**src/design/touch_zone_tap_detector_defines.svh**
```systemverilog
// ----------------------------------------------------------------------------
// Touch zone tap detector assertion macros
// Concurrent assertion helpers, clocked on clk_i and held off during reset.
// ----------------------------------------------------------------------------
`ifndef TOUCH_ZONE_TAP_DETECTOR_DEFINES_SVH
`define TOUCH_ZONE_TAP_DETECTOR_DEFINES_SVH

`ifndef SYNTH
// Checks a property on every rising edge outside of reset.
`define TZD_ASSERT(lbl, prop, msg) \
  lbl: assert property (@(posedge clk_i) disable iff (!rst_ni) (prop)) else $error(msg);
// Checks that a condition implies a consequence on the same edge.
`define TZD_ASSERT_IMPLIES(lbl, cond, cons, msg) \
  lbl: assert property (@(posedge clk_i) disable iff (!rst_ni) (cond) |-> (cons)) \
    else $error(msg);
`else
`define TZD_ASSERT(lbl, prop, msg)
`define TZD_ASSERT_IMPLIES(lbl, cond, cons, msg)
`endif

`endif

```
**src/design/tzd_pkg.sv**
```systemverilog
// ----------------------------------------------------------------------------
// Touch zone tap detector package
// Shared constants, codes and structures of the tap detector.
// ----------------------------------------------------------------------------
`default_nettype none

package tzd_pkg;

  localparam int unsigned ZONE_COUNT = 8;

  // Configuration register indexes.
  localparam int unsigned CFG_IDX_W  = 2;
  localparam int unsigned CFG_DATA_W = 32;
  localparam logic [CFG_IDX_W-1:0] CFG_ENABLE       = 2'd0;
  localparam logic [CFG_IDX_W-1:0] CFG_SLOP_RADIUS  = 2'd1;
  localparam logic [CFG_IDX_W-1:0] CFG_TAP_MAX_TIME = 2'd2;

  // Register reset values. The slop radius is kept as its square.
  localparam logic [23:0] SLOP_SQ_RESET      = 24'd400;
  localparam logic [31:0] TAP_MAX_TIME_RESET = 32'd250000;

  // Phase codes.
  localparam logic [1:0] PHASE_IDLE        = 2'd0;
  localparam logic [1:0] PHASE_PENDING     = 2'd1;
  localparam logic [1:0] PHASE_PASSTHROUGH = 2'd2;

  // Decision codes.
  localparam logic [1:0] DEC_PASS     = 2'd0;
  localparam logic [1:0] DEC_SUPPRESS = 2'd1;
  localparam logic [1:0] DEC_TRIGGER  = 2'd2;

  typedef struct packed {
    logic signed [4:0] zone_id;
    logic signed [4:0] fingers;
    logic [11:0]       pos_x;
    logic [11:0]       pos_y;
    logic [47:0]       timestamp;
  } tzd_item_t;

  typedef struct packed {
    logic [1:0] decision;
    logic [3:0] hit_zone;
  } tzd_result_t;

  typedef struct packed {
    logic [1:0]  phase;
    logic [3:0]  pending_zone;
    logic [11:0] origin_x;
    logic [11:0] origin_y;
    logic [47:0] origin_time;
  } tzd_state_t;

  typedef struct packed {
    logic        enable;
    logic [23:0] slop_sq;
    logic [31:0] tap_max_time;
  } tzd_cfg_t;

  localparam tzd_state_t STATE_CLEAR = '{default: '0};

endpackage

`default_nettype wire

```
**src/design/tzd_step.sv**
```systemverilog
// ----------------------------------------------------------------------------
// Touch zone tap detector step logic
// Computes the decision for one touch report and the next gesture state.
// ----------------------------------------------------------------------------
`default_nettype none

module tzd_step (
  input  tzd_pkg::tzd_state_t  state_i,
  input  tzd_pkg::tzd_item_t   item_i,
  input  tzd_pkg::tzd_cfg_t    cfg_i,
  output tzd_pkg::tzd_state_t  state_o,
  output tzd_pkg::tzd_result_t result_o
);
  import tzd_pkg::*;

  logic               fingers_none;
  logic               fingers_one;
  logic               zone_valid;
  logic [47:0]        elapsed;
  logic               in_time;
  logic signed [12:0] dx;
  logic signed [12:0] dy;
  logic [25:0]        dx_sq;
  logic [25:0]        dy_sq;
  logic [26:0]        dist_sq;
  logic               beyond_slop;

  // A negative finger count counts as no finger.
  assign fingers_none = item_i.fingers[4] || (item_i.fingers == 5'sd0);
  assign fingers_one  = (item_i.fingers == 5'sd1);
  assign zone_valid   = !item_i.zone_id[4] &&
                        ({1'b0, item_i.zone_id[3:0]} < 5'(ZONE_COUNT));

  // Elapsed time wraps modulo 2^48; the limit itself is still in time.
  assign elapsed = item_i.timestamp - state_i.origin_time;
  assign in_time = (elapsed <= {16'b0, cfg_i.tap_max_time});

  // The squares are formed at full width so large movements do not wrap.
  assign dx      = $signed({1'b0, item_i.pos_x}) - $signed({1'b0, state_i.origin_x});
  assign dy      = $signed({1'b0, item_i.pos_y}) - $signed({1'b0, state_i.origin_y});
  assign dx_sq   = $unsigned(26'(dx) * 26'(dx));
  assign dy_sq   = $unsigned(26'(dy) * 26'(dy));
  assign dist_sq = {1'b0, dx_sq} + {1'b0, dy_sq};
  assign beyond_slop = (dist_sq > {3'b0, cfg_i.slop_sq});

  always_comb begin
    state_o           = state_i;
    result_o.decision = DEC_PASS;
    result_o.hit_zone = 4'd0;
    if (!cfg_i.enable) begin
      state_o = STATE_CLEAR;
    end else begin
      case (state_i.phase)
        PHASE_IDLE: begin
          if (fingers_one && zone_valid) begin
            state_o.phase        = PHASE_PENDING;
            state_o.pending_zone = item_i.zone_id[3:0];
            state_o.origin_x     = item_i.pos_x;
            state_o.origin_y     = item_i.pos_y;
            state_o.origin_time  = item_i.timestamp;
            result_o.decision    = DEC_SUPPRESS;
          end else if (!fingers_none) begin
            state_o.phase = PHASE_PASSTHROUGH;
          end
        end
        PHASE_PENDING: begin
          if (fingers_none) begin
            state_o = STATE_CLEAR;
            if (in_time) begin
              result_o.decision = DEC_TRIGGER;
              result_o.hit_zone = state_i.pending_zone;
            end
          end else if (!fingers_one || !in_time || beyond_slop) begin
            state_o.phase        = PHASE_PASSTHROUGH;
            state_o.pending_zone = 4'd0;
          end else begin
            result_o.decision = DEC_SUPPRESS;
          end
        end
        PHASE_PASSTHROUGH: begin
          if (fingers_none) begin
            state_o = STATE_CLEAR;
          end
        end
        default: begin
          state_o = STATE_CLEAR;
        end
      endcase
    end
  end

endmodule

`default_nettype wire

```
**src/design/touch_zone_tap_detector.sv**
```systemverilog
// ----------------------------------------------------------------------------
// Touch zone tap detector
// Recognizes single-finger taps on touch zones from a stream of touch reports.
// ----------------------------------------------------------------------------
// Each accepted touch report produces exactly one decision (pass, suppress or
// tap triggered with its zone). The block accepts one report per clock cycle
// while the consumer does not stall; a report is registered on acceptance,
// its decision is computed combinationally from that input register and the
// gesture state, and it is held in an output register once that register
// frees up. While the consumer stalls, the input register takes at most one
// more report and the input side then stalls as well. Write the
// configuration registers only while no report is in flight.
`default_nettype none
`include "touch_zone_tap_detector_defines.svh"

module touch_zone_tap_detector (
  input  wire logic                              clk_i,
  input  wire logic                              rst_ni,
  input  wire logic                              cfg_we_i,
  input  wire logic [tzd_pkg::CFG_IDX_W-1:0]     cfg_index_i,
  input  wire logic [tzd_pkg::CFG_DATA_W-1:0]    cfg_data_i,
  input  wire logic                              in_valid_i,
  output logic                                   in_ready_o,
  input  wire logic signed [4:0]                 zone_id_i,
  input  wire logic signed [4:0]                 fingers_i,
  input  wire logic [11:0]                       pos_x_i,
  input  wire logic [11:0]                       pos_y_i,
  input  wire logic [47:0]                       timestamp_i,
  output logic                                   out_valid_o,
  input  wire logic                              out_ready_i,
  output logic [1:0]                             decision_o,
  output logic [3:0]                             hit_zone_o
);
  import tzd_pkg::*;

  tzd_cfg_t    cfg_q;
  logic [23:0] slop_sq_d;

  logic        s1_valid_q;
  tzd_item_t   s1_item_q;
  logic        s2_valid_q;
  tzd_result_t s2_res_q;
  tzd_state_t  state_q;
  tzd_state_t  state_d;
  tzd_result_t res_d;
  logic        s1_advance;
  logic        in_fire;

  assign slop_sq_d = {12'b0, cfg_data_i[11:0]} * {12'b0, cfg_data_i[11:0]};

  always_ff @(posedge clk_i or negedge rst_ni) begin
    if (!rst_ni) begin
      cfg_q.enable       <= 1'b1;
      cfg_q.slop_sq      <= SLOP_SQ_RESET;
      cfg_q.tap_max_time <= TAP_MAX_TIME_RESET;
    end else if (cfg_we_i) begin
      case (cfg_index_i)
        CFG_ENABLE:       cfg_q.enable       <= cfg_data_i[0];
        CFG_SLOP_RADIUS:  cfg_q.slop_sq      <= slop_sq_d;
        CFG_TAP_MAX_TIME: cfg_q.tap_max_time <= cfg_data_i[31:0];
        default: begin
        end
      endcase
    end
  end

  // The result register frees up when empty or when its transaction completes.
  assign s1_advance = !s2_valid_q || out_ready_i;
  assign in_ready_o = !s1_valid_q || s1_advance;
  assign in_fire    = in_valid_i && in_ready_o;

  always_ff @(posedge clk_i or negedge rst_ni) begin
    if (!rst_ni) begin
      s1_valid_q <= 1'b0;
    end else if (in_ready_o) begin
      s1_valid_q <= in_valid_i;
    end
  end

  always_ff @(posedge clk_i) begin
    if (in_fire) begin
      s1_item_q.zone_id   <= zone_id_i;
      s1_item_q.fingers   <= fingers_i;
      s1_item_q.pos_x     <= pos_x_i;
      s1_item_q.pos_y     <= pos_y_i;
      s1_item_q.timestamp <= timestamp_i;
    end
  end

  tzd_step u_step (
    .state_i  (state_q),
    .item_i   (s1_item_q),
    .cfg_i    (cfg_q),
    .state_o  (state_d),
    .result_o (res_d)
  );

  always_ff @(posedge clk_i or negedge rst_ni) begin
    if (!rst_ni) begin
      state_q    <= STATE_CLEAR;
      s2_valid_q <= 1'b0;
    end else if (s1_advance) begin
      s2_valid_q <= s1_valid_q;
      if (s1_valid_q) begin
        state_q <= state_d;
      end
    end
  end

  always_ff @(posedge clk_i) begin
    if (s1_advance && s1_valid_q) begin
      s2_res_q <= res_d;
    end
  end

  assign out_valid_o = s2_valid_q;
  assign decision_o  = s2_res_q.decision;
  assign hit_zone_o  = s2_res_q.hit_zone;

  `TZD_ASSERT_IMPLIES(a_hit_only_on_trigger, out_valid_o && (decision_o != DEC_TRIGGER), hit_zone_o == 4'd0, "hit zone set without a triggered tap")
  `TZD_ASSERT_IMPLIES(a_zone_only_pending, state_q.pending_zone != 4'd0, state_q.phase == PHASE_PENDING, "pending zone held outside a pending tap")
  `TZD_ASSERT_IMPLIES(a_ready_when_drained, out_ready_i, in_ready_o, "input stalled while the output side drains")
  `TZD_ASSERT(a_suppress_keeps_pending, (s1_valid_q && s1_advance && (res_d.decision == DEC_SUPPRESS)) |=> (state_q.phase == PHASE_PENDING), "suppressed report did not leave a pending tap")

endmodule

`default_nettype wire

```
**config.mk**
```make
export PLATFORM = sky130hd
export DESIGN_NAME = touch_zone_tap_detector
export DESIGN_NICKNAME = d
export VERILOG_FILES = /design/src/design/tzd_pkg.sv /design/src/design/tzd_step.sv /design/src/design/touch_zone_tap_detector.sv
export VERILOG_INCLUDE_DIRS = /design/src /design/src/design
export SDC_FILE = /design/constraint.sdc
export NUM_CORES = 1
export LEC_CHECK = 0
export BUFFER_PORTS_ARGS = -buffer_cell sky130_fd_sc_hd__buf_2
export CORE_MARGIN = 3
export CORE_UTILIZATION = 40
export CTS_CLUSTER_DIAMETER = 120
export DETAILED_ROUTE_END_ITERATION = 8
export PLACE_DENSITY = 0.6
export SLEW_MARGIN = 30
export SYNTH_ARGS = -nofsm -noshare
export SYNTH_HDL_FRONTEND = slang
export SYNTH_SLANG_ARGS = --single-unit
```
**constraint.sdc**
```tcl
create_clock -name clk_i -period 19.9 [get_ports clk_i]
set_clock_uncertainty 0.05 [all_clocks]
set_input_delay 2.985 -clock clk_i [delete_from_list [all_inputs] [get_ports clk_i]]
set_output_delay 2.985 -clock clk_i [all_outputs]
set_load 0.02 [all_outputs]
```
==> reports/results.ini <==
[status]
status=completed

[routing]
routed_wl_um=67300
post_drt_via_cell_ratio=4.98
drc=0
routedWlPerCell_um=15.7
drt_first_pass_iters=6
drt_iter0_drc=1037
antenna_left=0
vias=21291

[yosys]
avgSynthCellArea_um2=9.10
synth_top_area_cell=fa_1
synth_area_mm2=0.0294
synth_compound_area_share_pct=10.4
synth_flop_cell=dfrtp_1
synth.distinct_cells=79
synthAdderAreaFrac_pct=39.9
yosys.cell_count.top_type=inv_1
netlist_top_cells_count=inv_1 (625), nand2_1 (384), fa_1 (368)
synth_warnings=0
synth_area_leaders=fa_1 (25%), ha_1 (15%), dfrtp_1 (11%)
yosys-mux-area-fraction_pct=1.86
ys_async_sr_fraction_pct=60.7
synth_top_family_by_area=adder cells
ys_seq_elements=224
yosys.area_share.simple_pct=13.4
synth_cells=3226
synth_edf_count=88
synthXorXnorAreaFrac_pct=4.48
yosysTopAreaCellShare_pct=25.1
yosysSeqAreaShare_pct=20.6

[layout]
seqCellArea_mm2=0.00606
syn2layout_area_growth_pct=8.54
fin_util_pct=44.2
layout-drive-gt1-share_pct=8.11
multi_input_area_mm2=0.0206
layout.cells.non_filler=4279
final_area_mm2=0.0319
fill_cells=7157
nets=4145

[worst_setup_path]
r2r_setup_slack_ns=7.50
crit_slowest_cell=fa_1
required_ns=20.32
critPathLaunchType=flop
crit_path_end_kind=flop
critical-path-top-delay-family=adder cells
crit_type=reg2reg
critPathArrivalTime_ns=12.82
critPathMaxFanout=11
cp_num_buf_inv=5
crit_path_frequent_cell=fa_1
max_stage_delay_ns=0.54

[sta]
fmax_mhz=80.6
slew_headroom_pct=36.9
rsz0062_at_grt=no
tightest_slew_ns=0.943
period_needed_ns=12.40
hold_viol=0
setup_tns_ns=0
setup-violations-final=0
drv_slew=0
period_share_pct=62.3

[global_routing]
antenna_found_initial=3
grt-ovfl-total=0
grt_max_degree=84
grt_usage_pct=18.1
grt_pass1_vias=22260
grt_pass1_wl_um=115000

[floorplan]
die_height_um=277
start_util_pct=40.7
io_pins=129
die_area_mm2=0.0767
fp.coreArea_mm2=0.0721
die_w_um=277
num_rows=98

[place]
port_buffers=128
placed_area_mm2=0.0310
gp_congestion=0.907
dp_cells=4230
dp_hpwl_um=55600

[cts]
post-cts-setup-buffer-count=0
cts_htree_levels=1
holdBufCountCts=0
clock-sinks=224
root_buffer=clkbuf_16
tritoncts=built
path_clk_slew_ns=0.07
cts_buffers=26
cts_buffer_depth=3
cts_resized=0
clk_latency_ns=0.58

[hold_path]
hold_class=reg2reg

[job]
maxCapViolCount=0

==> per-stage QoR <==
| step | setup slack (ns) | hold slack [ns] |
|---|---|---|
| after floorplan | 8.93 | 0.399 |
| after global routing | 6.26 | 0.443 |
| after CTS | 7.28 | 0.433 |
| after global placement | 7.64 | 0.411 |
| final | 7.50 | 0.424 |
| after detailed placement | 7.36 | 0.420 |
==> placed cells by master, fill, tap and decap left out, types with 22 or more instances in the layout <==
cell,netlist,routed
inv_1,625,625
nand2_1,384,383
fa_1,368,368
ha_1,348,348
nor2_1,174,174
o21ai_0,155,155
a21oi_1,133,133
buf_2,5,127
dfrtp_1,125,125
xnor2_1,101,98
edfxtp_1,88,88
a21o_1,57,57
and2_1,57,56
xor2_1,49,49
nor3_1,39,39
mux2_2,38,38
nand2b_1,36,36
nand3_1,36,36
nand4_1,33,33
o21ai_1,30,30
clkbuf_16,0,26
a31oi_1,23,23
nor2b_1,23,22
==> worst paths after layout <==
| path | depth (start not counted) | start | end |
|---|---|---|---|
| worst max register to register | 51 | s1_item_q[60] | state_q[76] |
| worst max-delay path | 51 | s1_item_q[60] | state_q[76] |
| worst min register to register | 2 | state_q[27] | state_q[27] |
| worst min-delay path | 2 | state_q[27] | state_q[27] |
| max in group asynchronous | 2 | rst_ni | state_q[49] |
| min in group asynchronous | 1 | rst_ni | state_q[35] |
==> flip-flops by register name (all words and copies together) (netlist names) <==
signal,flops
cfg_q,56
out_valid_o,1
s1_valid_q,1
s1_item_q,82
decision_o,2
hit_zone_o,4
state_q,78
==> area by class of cell <==
class | instances | share of cell area [%]
Tap cell | 950 | 3.73
Clock inverter | 20 | 0.589
Inverter | 633 | 7.46
Clock buffer | 28 | 2.10
Multi-Input combinational cell | 2280 | 64.7
Sequential cell | 224 | 19.0
Antenna cell | 1 | 0.00785
Timing Repair Buffer | 143 | 2.38
==> tightest hold or removal path, stage by stage, from the launching register on <==
cell and delay, ns:
dfrtp_1 0.34, nand2_1 0.05, o21ai_0 0.06
==> kinds of logic (layout without fill, tap and decap cells) <==
family | count (synthesis) | after routing
muxes | 49 | 49
DFF | 224 | 224
AOI/OAI and AO/OA | 511 | 511
and+or+nand+nor | 852 | 852
buffers and inverters | 723 | 824
adders and majority gates | 716 | 716
other | 1 | 3
xor gates and xnor gates | 150 | 150
==> routing by layer <==
| metal | GRT usage (%) | vias up | part of all wire, % |
|---|---|---|---|
| met5 | 0 | - | 0.013 |
| met4 | 3.30 | 2 | 2.0 |
| met3 | 2.01 | 74 | 4.0 |
| met2 | 30.5 | 343 | 47 |
| met1 | 25.4 | 10321 | 47 |
| li1 | - | 10551 | - |
Power is not shown: default switching activity piles up to over one toggle a cycle in this logic, so the estimate is an artifact.
